[src/rtl/kpc_pkg.sv]
// ---------------------------------------------------------------------------
// kpc_pkg: shared types and constants of the keyword prefix classifier
// Holds the keyword table, the field widths and the request and result
// structures passed between the classifier modules.
// ---------------------------------------------------------------------------
package kpc_pkg;

    // Field widths fixed by the interface.
    localparam int CHAR_W  = 8;
    localparam int CLASS_W = 6;
    localparam int SKIP_W  = 5;
    localparam int POS_W   = 5;

    // The position counter saturates at its top value.
    localparam logic [POS_W-1:0] POS_MAX = '1;

    // Size of the keyword table and the byte slots of each entry.
    localparam int KW_TABLE_SIZE = 36;
    localparam int KW_SLOTS      = 24;
    localparam int KW_BITS       = KW_SLOTS * CHAR_W;

    // Keyword text, right-aligned: the last character sits in the low byte.
    localparam logic [KW_BITS-1:0] KW_TEXT [KW_TABLE_SIZE] = '{
        KW_BITS'("RigidBody"),
        KW_BITS'("/End"),
        KW_BITS'({"A_", "RigidBody"}),
        KW_BITS'("mesh"),
        KW_BITS'("mass"),
        KW_BITS'("moi"),
        KW_BITS'("colour"),
        KW_BITS'("root"),
        KW_BITS'("ArticulatedFigure"),
        KW_BITS'("child"),
        KW_BITS'("parent"),
        KW_BITS'("/ArticulatedFigure"),
        KW_BITS'("name"),
        KW_BITS'("Joint"),
        KW_BITS'("/Joint"),
        KW_BITS'("jointPPos"),
        KW_BITS'("jointCPos"),
        KW_BITS'({"CDP", "_Sphere"}),
        KW_BITS'({"CDP", "_Capsule"}),
        KW_BITS'({"CDP", "_Plane"}),
        KW_BITS'("static"),
        KW_BITS'("position"),
        KW_BITS'("orientation"),
        KW_BITS'("velocity"),
        KW_BITS'("angularVelocity"),
        KW_BITS'("frictionCoefficient"),
        KW_BITS'("restitutionCoefficient"),
        KW_BITS'("minBoundingSphere"),
        KW_BITS'("hingeJoint"),
        KW_BITS'("jointLimits"),
        KW_BITS'("universalJoint"),
        KW_BITS'("ballInSocketJoint"),
        KW_BITS'("CDP_Box"),
        KW_BITS'("planar"),
        KW_BITS'({"O", "DEGroundParameters"}),
        KW_BITS'("softBody")
    };

    // Character count of each keyword, in table order.
    localparam int KW_LEN [KW_TABLE_SIZE] = '{
        9, 4, 11, 4, 4, 3, 6, 4, 17, 5, 6, 18, 4, 5, 6, 9, 9, 10,
        11, 9, 6, 8, 11, 8, 15, 19, 22, 17, 10, 11, 14, 17, 7, 6, 19, 8
    };

    // One character of the line as it enters the matcher.
    typedef struct packed {
        logic [CHAR_W-1:0] char_in;
        logic              line_end;
    } kpc_req_t;

    // Outcome of one character: whether a result is due, and its fields.
    typedef struct packed {
        logic               emit;
        logic [CLASS_W-1:0] line_class;
        logic [SKIP_W-1:0]  skip_length;
    } kpc_res_t;

    // Character of keyword k at position pos; zero past the keyword's end.
    function automatic logic [CHAR_W-1:0] kw_char(input int k, input logic [POS_W-1:0] pos);
        logic [KW_BITS-1:0] text;
        int                 len;
        int                 p;
        text = KW_TEXT[k];
        len  = KW_LEN[k];
        p    = int'(pos);
        if (p < len)
        begin
            kw_char = text[(len - 1 - p) * CHAR_W +: CHAR_W];
        end
        else
        begin
            kw_char = '0;
        end
    endfunction

endpackage

[src/rtl/kpc_match.sv]
// ---------------------------------------------------------------------------
// kpc_match: keyword match state and per-character decision
// Keeps the mask of surviving keywords, the position in the line and the
// decided flag, and compares one character against every keyword at once.
// ---------------------------------------------------------------------------
module kpc_match #(
    parameter int NUM_KEYWORDS    = 36,
    parameter int MAX_KEYWORD_LEN = 22
) (
    input  logic              clk,
    input  logic              rst_n,
    input  logic              fire,
    input  kpc_pkg::kpc_req_t req,
    output kpc_pkg::kpc_res_t res
);

    localparam int NUM_USED = (NUM_KEYWORDS > kpc_pkg::KW_TABLE_SIZE) ?
                              kpc_pkg::KW_TABLE_SIZE : NUM_KEYWORDS;
    localparam logic [NUM_KEYWORDS-1:0] FULL_MASK =
        {NUM_KEYWORDS{1'b1}} >> (NUM_KEYWORDS - NUM_USED);

    logic [NUM_KEYWORDS-1:0]      mask_reg;
    logic [NUM_KEYWORDS-1:0]      mask_next;
    logic [kpc_pkg::POS_W-1:0]    pos_reg;
    logic [kpc_pkg::POS_W-1:0]    pos_next;
    logic                         decided_reg;
    logic                         decided_next;

    logic [NUM_KEYWORDS-1:0]      alive_vec;
    logic [NUM_KEYWORDS-1:0]      done_vec;
    logic [kpc_pkg::SKIP_W-1:0]   len_vec [NUM_KEYWORDS];
    logic                         hit;
    logic [kpc_pkg::CLASS_W-1:0]  hit_class;
    logic [kpc_pkg::SKIP_W-1:0]   hit_len;

    // Compare the character with every keyword at the current position.
    for (genvar k = 0; k < NUM_KEYWORDS; k++)
    begin : g_kw
        if (k < NUM_USED)
        begin : g_used
            localparam int LEN_K = (kpc_pkg::KW_LEN[k] > MAX_KEYWORD_LEN) ?
                                   MAX_KEYWORD_LEN : kpc_pkg::KW_LEN[k];
            assign len_vec[k]   = kpc_pkg::SKIP_W'(LEN_K);
            assign alive_vec[k] = mask_reg[k] &&
                                  (int'(pos_reg) < LEN_K) &&
                                  (kpc_pkg::kw_char(k, pos_reg) == req.char_in);
            assign done_vec[k]  = alive_vec[k] && (int'(pos_reg) + 1 == LEN_K);
        end
        else
        begin : g_unused
            assign len_vec[k]   = '0;
            assign alive_vec[k] = 1'b0;
            assign done_vec[k]  = 1'b0;
        end
    end

    // The first keyword in table order that completes here wins.
    always_comb
    begin
        hit       = 1'b0;
        hit_class = '0;
        hit_len   = '0;
        for (int k = NUM_KEYWORDS - 1; k >= 0; k--)
        begin
            if (done_vec[k])
            begin
                hit       = 1'b1;
                hit_class = kpc_pkg::CLASS_W'(k + 1);
                hit_len   = len_vec[k];
            end
        end
    end

    // A result is due on a completed keyword, on no survivors, or at line end.
    always_comb
    begin
        res.emit        = !decided_reg && (hit || (alive_vec == '0) || req.line_end);
        res.line_class  = hit ? hit_class : '0;
        res.skip_length = hit ? hit_len : '0;
    end

    // Next state: line end returns everything to the start-of-line values.
    always_comb
    begin
        mask_next    = mask_reg;
        pos_next     = pos_reg;
        decided_next = decided_reg;
        if (req.line_end)
        begin
            mask_next    = FULL_MASK;
            pos_next     = '0;
            decided_next = 1'b0;
        end
        else if (!decided_reg)
        begin
            mask_next    = alive_vec & FULL_MASK;
            pos_next     = (pos_reg == kpc_pkg::POS_MAX) ? pos_reg :
                           pos_reg + kpc_pkg::POS_W'(1);
            decided_next = res.emit;
        end
    end

    // State registers, updated only when a character is processed.
    always_ff @(posedge clk or negedge rst_n)
    begin
        if (!rst_n)
        begin
            mask_reg    <= FULL_MASK;
            pos_reg     <= '0;
            decided_reg <= 1'b0;
        end
        else if (fire)
        begin
            mask_reg    <= mask_next;
            pos_reg     <= pos_next;
            decided_reg <= decided_next;
        end
    end

`ifndef SYNTH
    // A matched keyword always reports a non-zero skip length.
    a_hit_len: assert property (@(posedge clk) disable iff (!rst_n)
        (fire && res.emit && res.line_class != '0) |-> (res.skip_length != '0))
        else $error("kpc_match: keyword reported with zero length");

    // A line end leaves the matcher at the start of a fresh line.
    a_line_restart: assert property (@(posedge clk) disable iff (!rst_n)
        (fire && req.line_end) |=> (pos_reg == '0 && !decided_reg && mask_reg == FULL_MASK))
        else $error("kpc_match: state not restored after line end");

    // Once decided, further characters of the line leave the state alone.
    a_decided_hold: assert property (@(posedge clk) disable iff (!rst_n)
        (fire && decided_reg && !req.line_end) |=> ($stable(mask_reg) && $stable(pos_reg)))
        else $error("kpc_match: state moved after decision");
`endif

endmodule

[src/rtl/keyword_prefix_classifier.sv]
// ---------------------------------------------------------------------------
// keyword_prefix_classifier: classify text lines by their leading keyword
// Top level with the input register, the matcher and the result register.
// ---------------------------------------------------------------------------
// Usage:
// The input channel (in_valid, in_ready, char_in, line_end) carries one
// character of a line per request; line_end marks the final character.
// The output channel (out_valid, out_ready, line_class, skip_length) carries
// at most one request per line: the table index plus one of the keyword that
// begins the line, with its length, or class 0 and length 0 when none matches.
// A character is captured in the input register and compared against every
// keyword in the following cycle; a result it produces is written to the
// output register at the end of that cycle when the output register is
// free, and out_valid rises from that register.
// One character is accepted per cycle while any result it produces can enter
// the output register; the rate is set by the keyword mask and position update.
// After reset the block is at the start of a line with no pending requests.
// When the receiver stalls, a character that produces a result waits in the
// input register; characters that produce none still pass through.
// ---------------------------------------------------------------------------
module keyword_prefix_classifier #(
    parameter int NUM_KEYWORDS    = 36,
    parameter int MAX_KEYWORD_LEN = 22
) (
    input  logic                          clk,
    input  logic                          rst_n,
    input  logic                          in_valid,
    output logic                          in_ready,
    input  logic [kpc_pkg::CHAR_W-1:0]    char_in,
    input  logic                          line_end,
    output logic                          out_valid,
    input  logic                          out_ready,
    output logic [kpc_pkg::CLASS_W-1:0]   line_class,
    output logic [kpc_pkg::SKIP_W-1:0]    skip_length
);

    logic                          in_valid_reg;
    kpc_pkg::kpc_req_t             req_reg;
    logic                          out_valid_reg;
    logic [kpc_pkg::CLASS_W-1:0]   class_reg;
    logic [kpc_pkg::SKIP_W-1:0]    skip_reg;

    kpc_pkg::kpc_res_t             res;
    logic                          out_free;
    logic                          advance;

    // The held character moves on when its result, if any, has a place to go.
    assign out_free = !out_valid_reg || out_ready;
    assign advance  = in_valid_reg && (out_free || !res.emit);
    assign in_ready = !in_valid_reg || advance;

    // Input register.
    always_ff @(posedge clk or negedge rst_n)
    begin
        if (!rst_n)
        begin
            in_valid_reg <= 1'b0;
        end
        else if (in_ready)
        begin
            in_valid_reg <= in_valid;
        end
    end

    always_ff @(posedge clk)
    begin
        if (in_valid && in_ready)
        begin
            req_reg.char_in  <= char_in;
            req_reg.line_end <= line_end;
        end
    end

    // Keyword comparison and line state.
    kpc_match #(
        .NUM_KEYWORDS    (NUM_KEYWORDS),
        .MAX_KEYWORD_LEN (MAX_KEYWORD_LEN)
    ) u_match (
        .clk   (clk),
        .rst_n (rst_n),
        .fire  (advance),
        .req   (req_reg),
        .res   (res)
    );

    // Result register.
    always_ff @(posedge clk or negedge rst_n)
    begin
        if (!rst_n)
        begin
            out_valid_reg <= 1'b0;
        end
        else if (advance && res.emit)
        begin
            out_valid_reg <= 1'b1;
        end
        else if (out_ready)
        begin
            out_valid_reg <= 1'b0;
        end
    end

    always_ff @(posedge clk)
    begin
        if (advance && res.emit)
        begin
            class_reg <= res.line_class;
            skip_reg  <= res.skip_length;
        end
    end

    assign out_valid   = out_valid_reg;
    assign line_class  = class_reg;
    assign skip_length = skip_reg;

`ifndef SYNTH
    // A result is never written over one that has not been taken.
    a_no_overwrite: assert property (@(posedge clk) disable iff (!rst_n)
        (advance && res.emit) |-> out_free)
        else $error("keyword_prefix_classifier: result overwritten");

    // A held character that cannot advance is still held next cycle.
    a_input_hold: assert property (@(posedge clk) disable iff (!rst_n)
        (in_valid_reg && !advance) |=> (in_valid_reg && $stable(req_reg)))
        else $error("keyword_prefix_classifier: held character lost");

    // A no-match result always carries a zero skip length.
    a_nomatch_len: assert property (@(posedge clk) disable iff (!rst_n)
        (out_valid && line_class == '0) |-> (skip_length == '0))
        else $error("keyword_prefix_classifier: no-match result with length");
`endif

endmodule

[config.mk]
export PLATFORM = sky130hd
export DESIGN_NAME = keyword_prefix_classifier
export DESIGN_NICKNAME = d
export VERILOG_FILES = /design/src/rtl/kpc_pkg.sv /design/src/rtl/kpc_match.sv /design/src/rtl/keyword_prefix_classifier.sv
export SDC_FILE = /design/constraint.sdc
export NUM_CORES = 1
export LEC_CHECK = 0
export ABC_AREA = 1
export BUFFER_PORTS_ARGS = -buffer_cell sky130_fd_sc_hd__buf_2
export CORE_AREA = 5 5 168 187
export CTS_CLUSTER_SIZE = 25
export DETAILED_ROUTE_END_ITERATION = 6
export DIE_AREA = 0 0 173 192
export GPL_TIMING_DRIVEN = 0
export PLACE_DENSITY_LB_ADDON = 0.25
export SLEW_MARGIN = 0
export SYNTH_ARGS = -nofsm -noshare
export SYNTH_HDL_FRONTEND = slang
export SYNTH_HIERARCHICAL = 1
export SYNTH_SLANG_ARGS = --single-unit
[constraint.sdc]
create_clock -name clk -period 5.1 [get_ports clk]
set_input_delay 0.51 -clock clk [delete_from_list [all_inputs] [get_ports clk]]
set_output_delay 0.51 -clock clk [all_outputs]
set_load 0.01 [all_outputs]
==> key figures <==
Run status
  – Status: finished, violations left
  – Violated checks: setup timing

Synth
  – Avg Cell Area, Syn: around 5.7 um^2
  – Share of the synthesized area in the top cell type: 17.9%
  – Most common cell in the netlist: nand2_1
  – FF+latch count, synth: between 60 and 70
  – Async S/R FF share, synth: 68.8%
  – Post-synthesis sequential area ratio: about 15%
  – Mapped Area: between 10,000 and 15,000 um^2
  – Synth Instances: 2,020
  – Synth Flop Type: dfstp_2
  – Cell taking the most area after synthesis: nand2_1
  – Post-synth EDFFs: 20
  – Warnings from Yosys: 6
  – List of most frequent post-synthesis cells: nand2_1 (550), nor2_1 (225), inv_1 (206)
  – Dominant cells by area after synthesis: nand2_1 (18%), dfstp_2 (8.2%), nor2_1 (7.3%)
  – Yosys cell types: 71
  – Syn Nets: 2,056

Drt
  – WL/cell: 25.4 um
  – Final Routed Wirelength: approximately 64,000 um
  – Via Count: between 15,000 and 20,000
  – Vias per inst: 6.20
  – Post-route ant nets: 0
  – Drt pass-1 iters: 6
  – DRC viols: 0
  – 1st-iter DRT viols: 2,114

Timing
  – Worst Slack Setup Final: -0.00769 ns
  – Slew @ Worst Pin: around 1.3 ns
  – Fin crit period: 5.11 ns
  – Total negative slack: -0.00769 ns
  – Clock skew: roughly 0.0083 ns
  – Max Clock Freq: 196 MHz
  – Final worst path period share: 100%
  – Final Hold Fails: 0
  – Endpoints failing setup: 1
  – Max-slew violations: 0
  – Relative slew slack: around an eighth

Hold path
  – Hold depth: 1
  – Hold Path Class: input pin to register

Critical path
  – Critical path class: register to primary output
  – WP depth: 18
  – CP Data Arrival Time: 4.60 ns
  – CP top delay family: buffers and inverters
  – Critical-path cell list: clkbuf_2 -> buf_1 -> clkbuf_1 -> nand2_1 -> o2111ai_1 -> a211oi_2 -> buf_4 -> nand4_1 -> nand2_1 -> inv_2 -> o211ai_1 -> nor4_2 -> nor2b_4 -> nand3_4 -> o21ai_2 -> inv_2 -> nand4_4 -> buf_6
  – Setup crit start kind: register
  – Worst r2r path cells: 25
  – CP max stage delay: 0.71 ns
  – WP buf/inv: 7
  – Worst path required time: 4.59 ns
  – Max FO, Critical Path: 10
  – Worst path slowest cell: buf_1
  – Crit end category: primary output

Placement
  – I/O Buffers: 25
  – Area after DPL: ~12,000 um^2
  – Routability cong.: 1.04
  – DP Wirelength: 47,300 um
  – Setup slack after placement: -3.20 ns

Floorplan
  – Top Ports: 26
  – CORE AREA: 29,200 um^2
  – Floorplan row count: 66
  – Chip Width: 173 um
  – Die area: 33,200 um^2
  – Starting Density: 39.5%
  – Die H: 192 um

Global routing
  – Vias in the first global route: 14,500
  – GR Util All Layers: a little under two fifths
  – First-pass GRT wire length: 92,100 um
  – Initial antenna violation count: 1
  – Pin count of the biggest net entering global routing: 45
  – Total gr overflow: 0

Final layout
  – Share of cells above drive strength 1: 21.9%
  – Fillers: 3,166
  – Largest register FFs: 36
  – Nets: roughly 2,200
  – Fin area: 14,300 um^2
  – Utilization after layout: 48.9%
  – Area growth from synthesis to layout: 24.0%

Clocking
  – Longest Clk Path Bufs: 2
  – Clk slew on worst S/H paths: about 0.06 ns
  – Clock sink total: 64
  – Root buffer cell: clkbuf_16
  – Worst-skew pair later-pin latency: 0.34 ns
  – Total CTS buffers: 9
  – # H-tree levels: 3
  – CTS tree: yes

Power and ir drop
  – Sw Share: 57.8%
  – Net load switching power: approximately 4.6 mW
  – Seq pwr share: between 10% and 20%
  – VDD IR max: 0.269 mV
  – Power density over the cells: 551 nW/um^2
  – Static leakage: 6.92 nW
  – Internal: 3.32 mW
  – Clock power share: 7.7%
  – Combinational share of power: 80.0%

Run
  – Max Cap Viol: 0
==> path summary, 6_finish.rpt <==
kind / startpoint / end / slack [ns]
setup / recovery: req_reg[5] / in_ready / -0.008
hold / removal: char_in[5] / req_reg[6] / 0.34
setup reg to reg: req_reg[5] / u_match/pos_reg[3] / 0.02
hold reg to reg: u_match/mask_reg[6] / u_match/mask_reg[6] / 0.51
max in group asynchronous: rst_n / u_match/pos_reg[3] / 3.94
min in group asynchronous: rst_n / u_match/pos_reg[2] / 0.41
==> area by class of cell <==
type | instances | area [um^2] | area share, %
clock buffer | 11 | 254 | 1.78
sequential | 64 | 1750 | 12.3
timing repair buffer | 120 | 918 | 6.42
clock inverter | 5 | 30.0 | 0.210
multi-input combinational | 1628 | 9270 | 64.8
tap | 374 | 468 | 3.27
antenna | 2 | 5.00 | 0.0350
buffer | 86 | 661 | 4.62
inverter | 236 | 946 | 6.61
==> power groups by stage <==
stage,clock network [mW],logic (mW),registers [mW]
after detailed placement,0,5.01,0.971
final,0.611,6.31,0.965
after global placement,0,5.00,0.964
after global routing,0.642,6.72,0.971
after floorplan,0,3.59,0.907
after CTS,0.614,5.65,0.955
==> cells in the final DEF (no fill, tap or decap), drive strengths merged, types with 2 or more instances in the layout <==
cell type,n
nand2,574
nor2,253
inv,229
nand3,173
buf,164
o21ai,140
a21oi,106
xor2,93
nor3,75
clkbuf,51
nand4,48
dfstp,36
o211ai,24
ha,23
edfxtp,20
nor4,19
a22oi,15
a31oi,11
a211oi,10
o221ai,8
dfrtp,8
o22ai,7
clkinv,7
o2111ai,6
or2,6
clkinvlp,5
nand3b,5
and3,3
and2,3
o31ai,3
o21bai,3
a2111oi,3
a221oi,3
o311ai,3
diode,2
o32a,2
a21boi,2
==> stage by stage <==
stage                     std cells  power (mW)  hold WS (ns)
after floorplan                2020        4.50         0.214
after global placement         2419        5.96         0.496
after detailed placement       2419        5.98         0.495
after CTS                      2482        7.22         0.336
after global routing           2524        8.34         0.346
final                          2526        7.89         0.341
==> repair_timing <==
action	in CTS	in global routing
endpoints found under the setup margin	76	64
hold buffers	0	0
cloned	1	0
pin swaps	23	40
resized for setup	183	138
buffers inserted	49	45
==> worst reg2reg max path, delay by kind of cell, from the launching register on <==
family                 cells  cell delay (ns)
AND/OR/NAND/NOR           11             1.44
AO/OA/AOI/OAI              5             0.66
buffers and inverters      9             2.42
flip-flops                 1             0.46
==> cells by family after synthesis <==
kind of cell             share of synthesized area [%]
AO/OA/AOI/OAI                                     18.3
XOR/XNOR                                          7.26
adder cells (fa/ha/maj)                           2.49
buffers and inverters                             11.8
flip-flops                                        15.1
AND/OR/NAND/NOR                                   45.0
==> metal layers <==
metal	vias up	wire length (um)	global-route usage, %
met5	-	0	0
met1	7322	24400	45.3
li1	6955	-	-
met3	285	7490	9.78
met4	0	5290	24.0
met2	1093	27100	57.0
No activity file was read; power rests on OpenSTA's default activity.
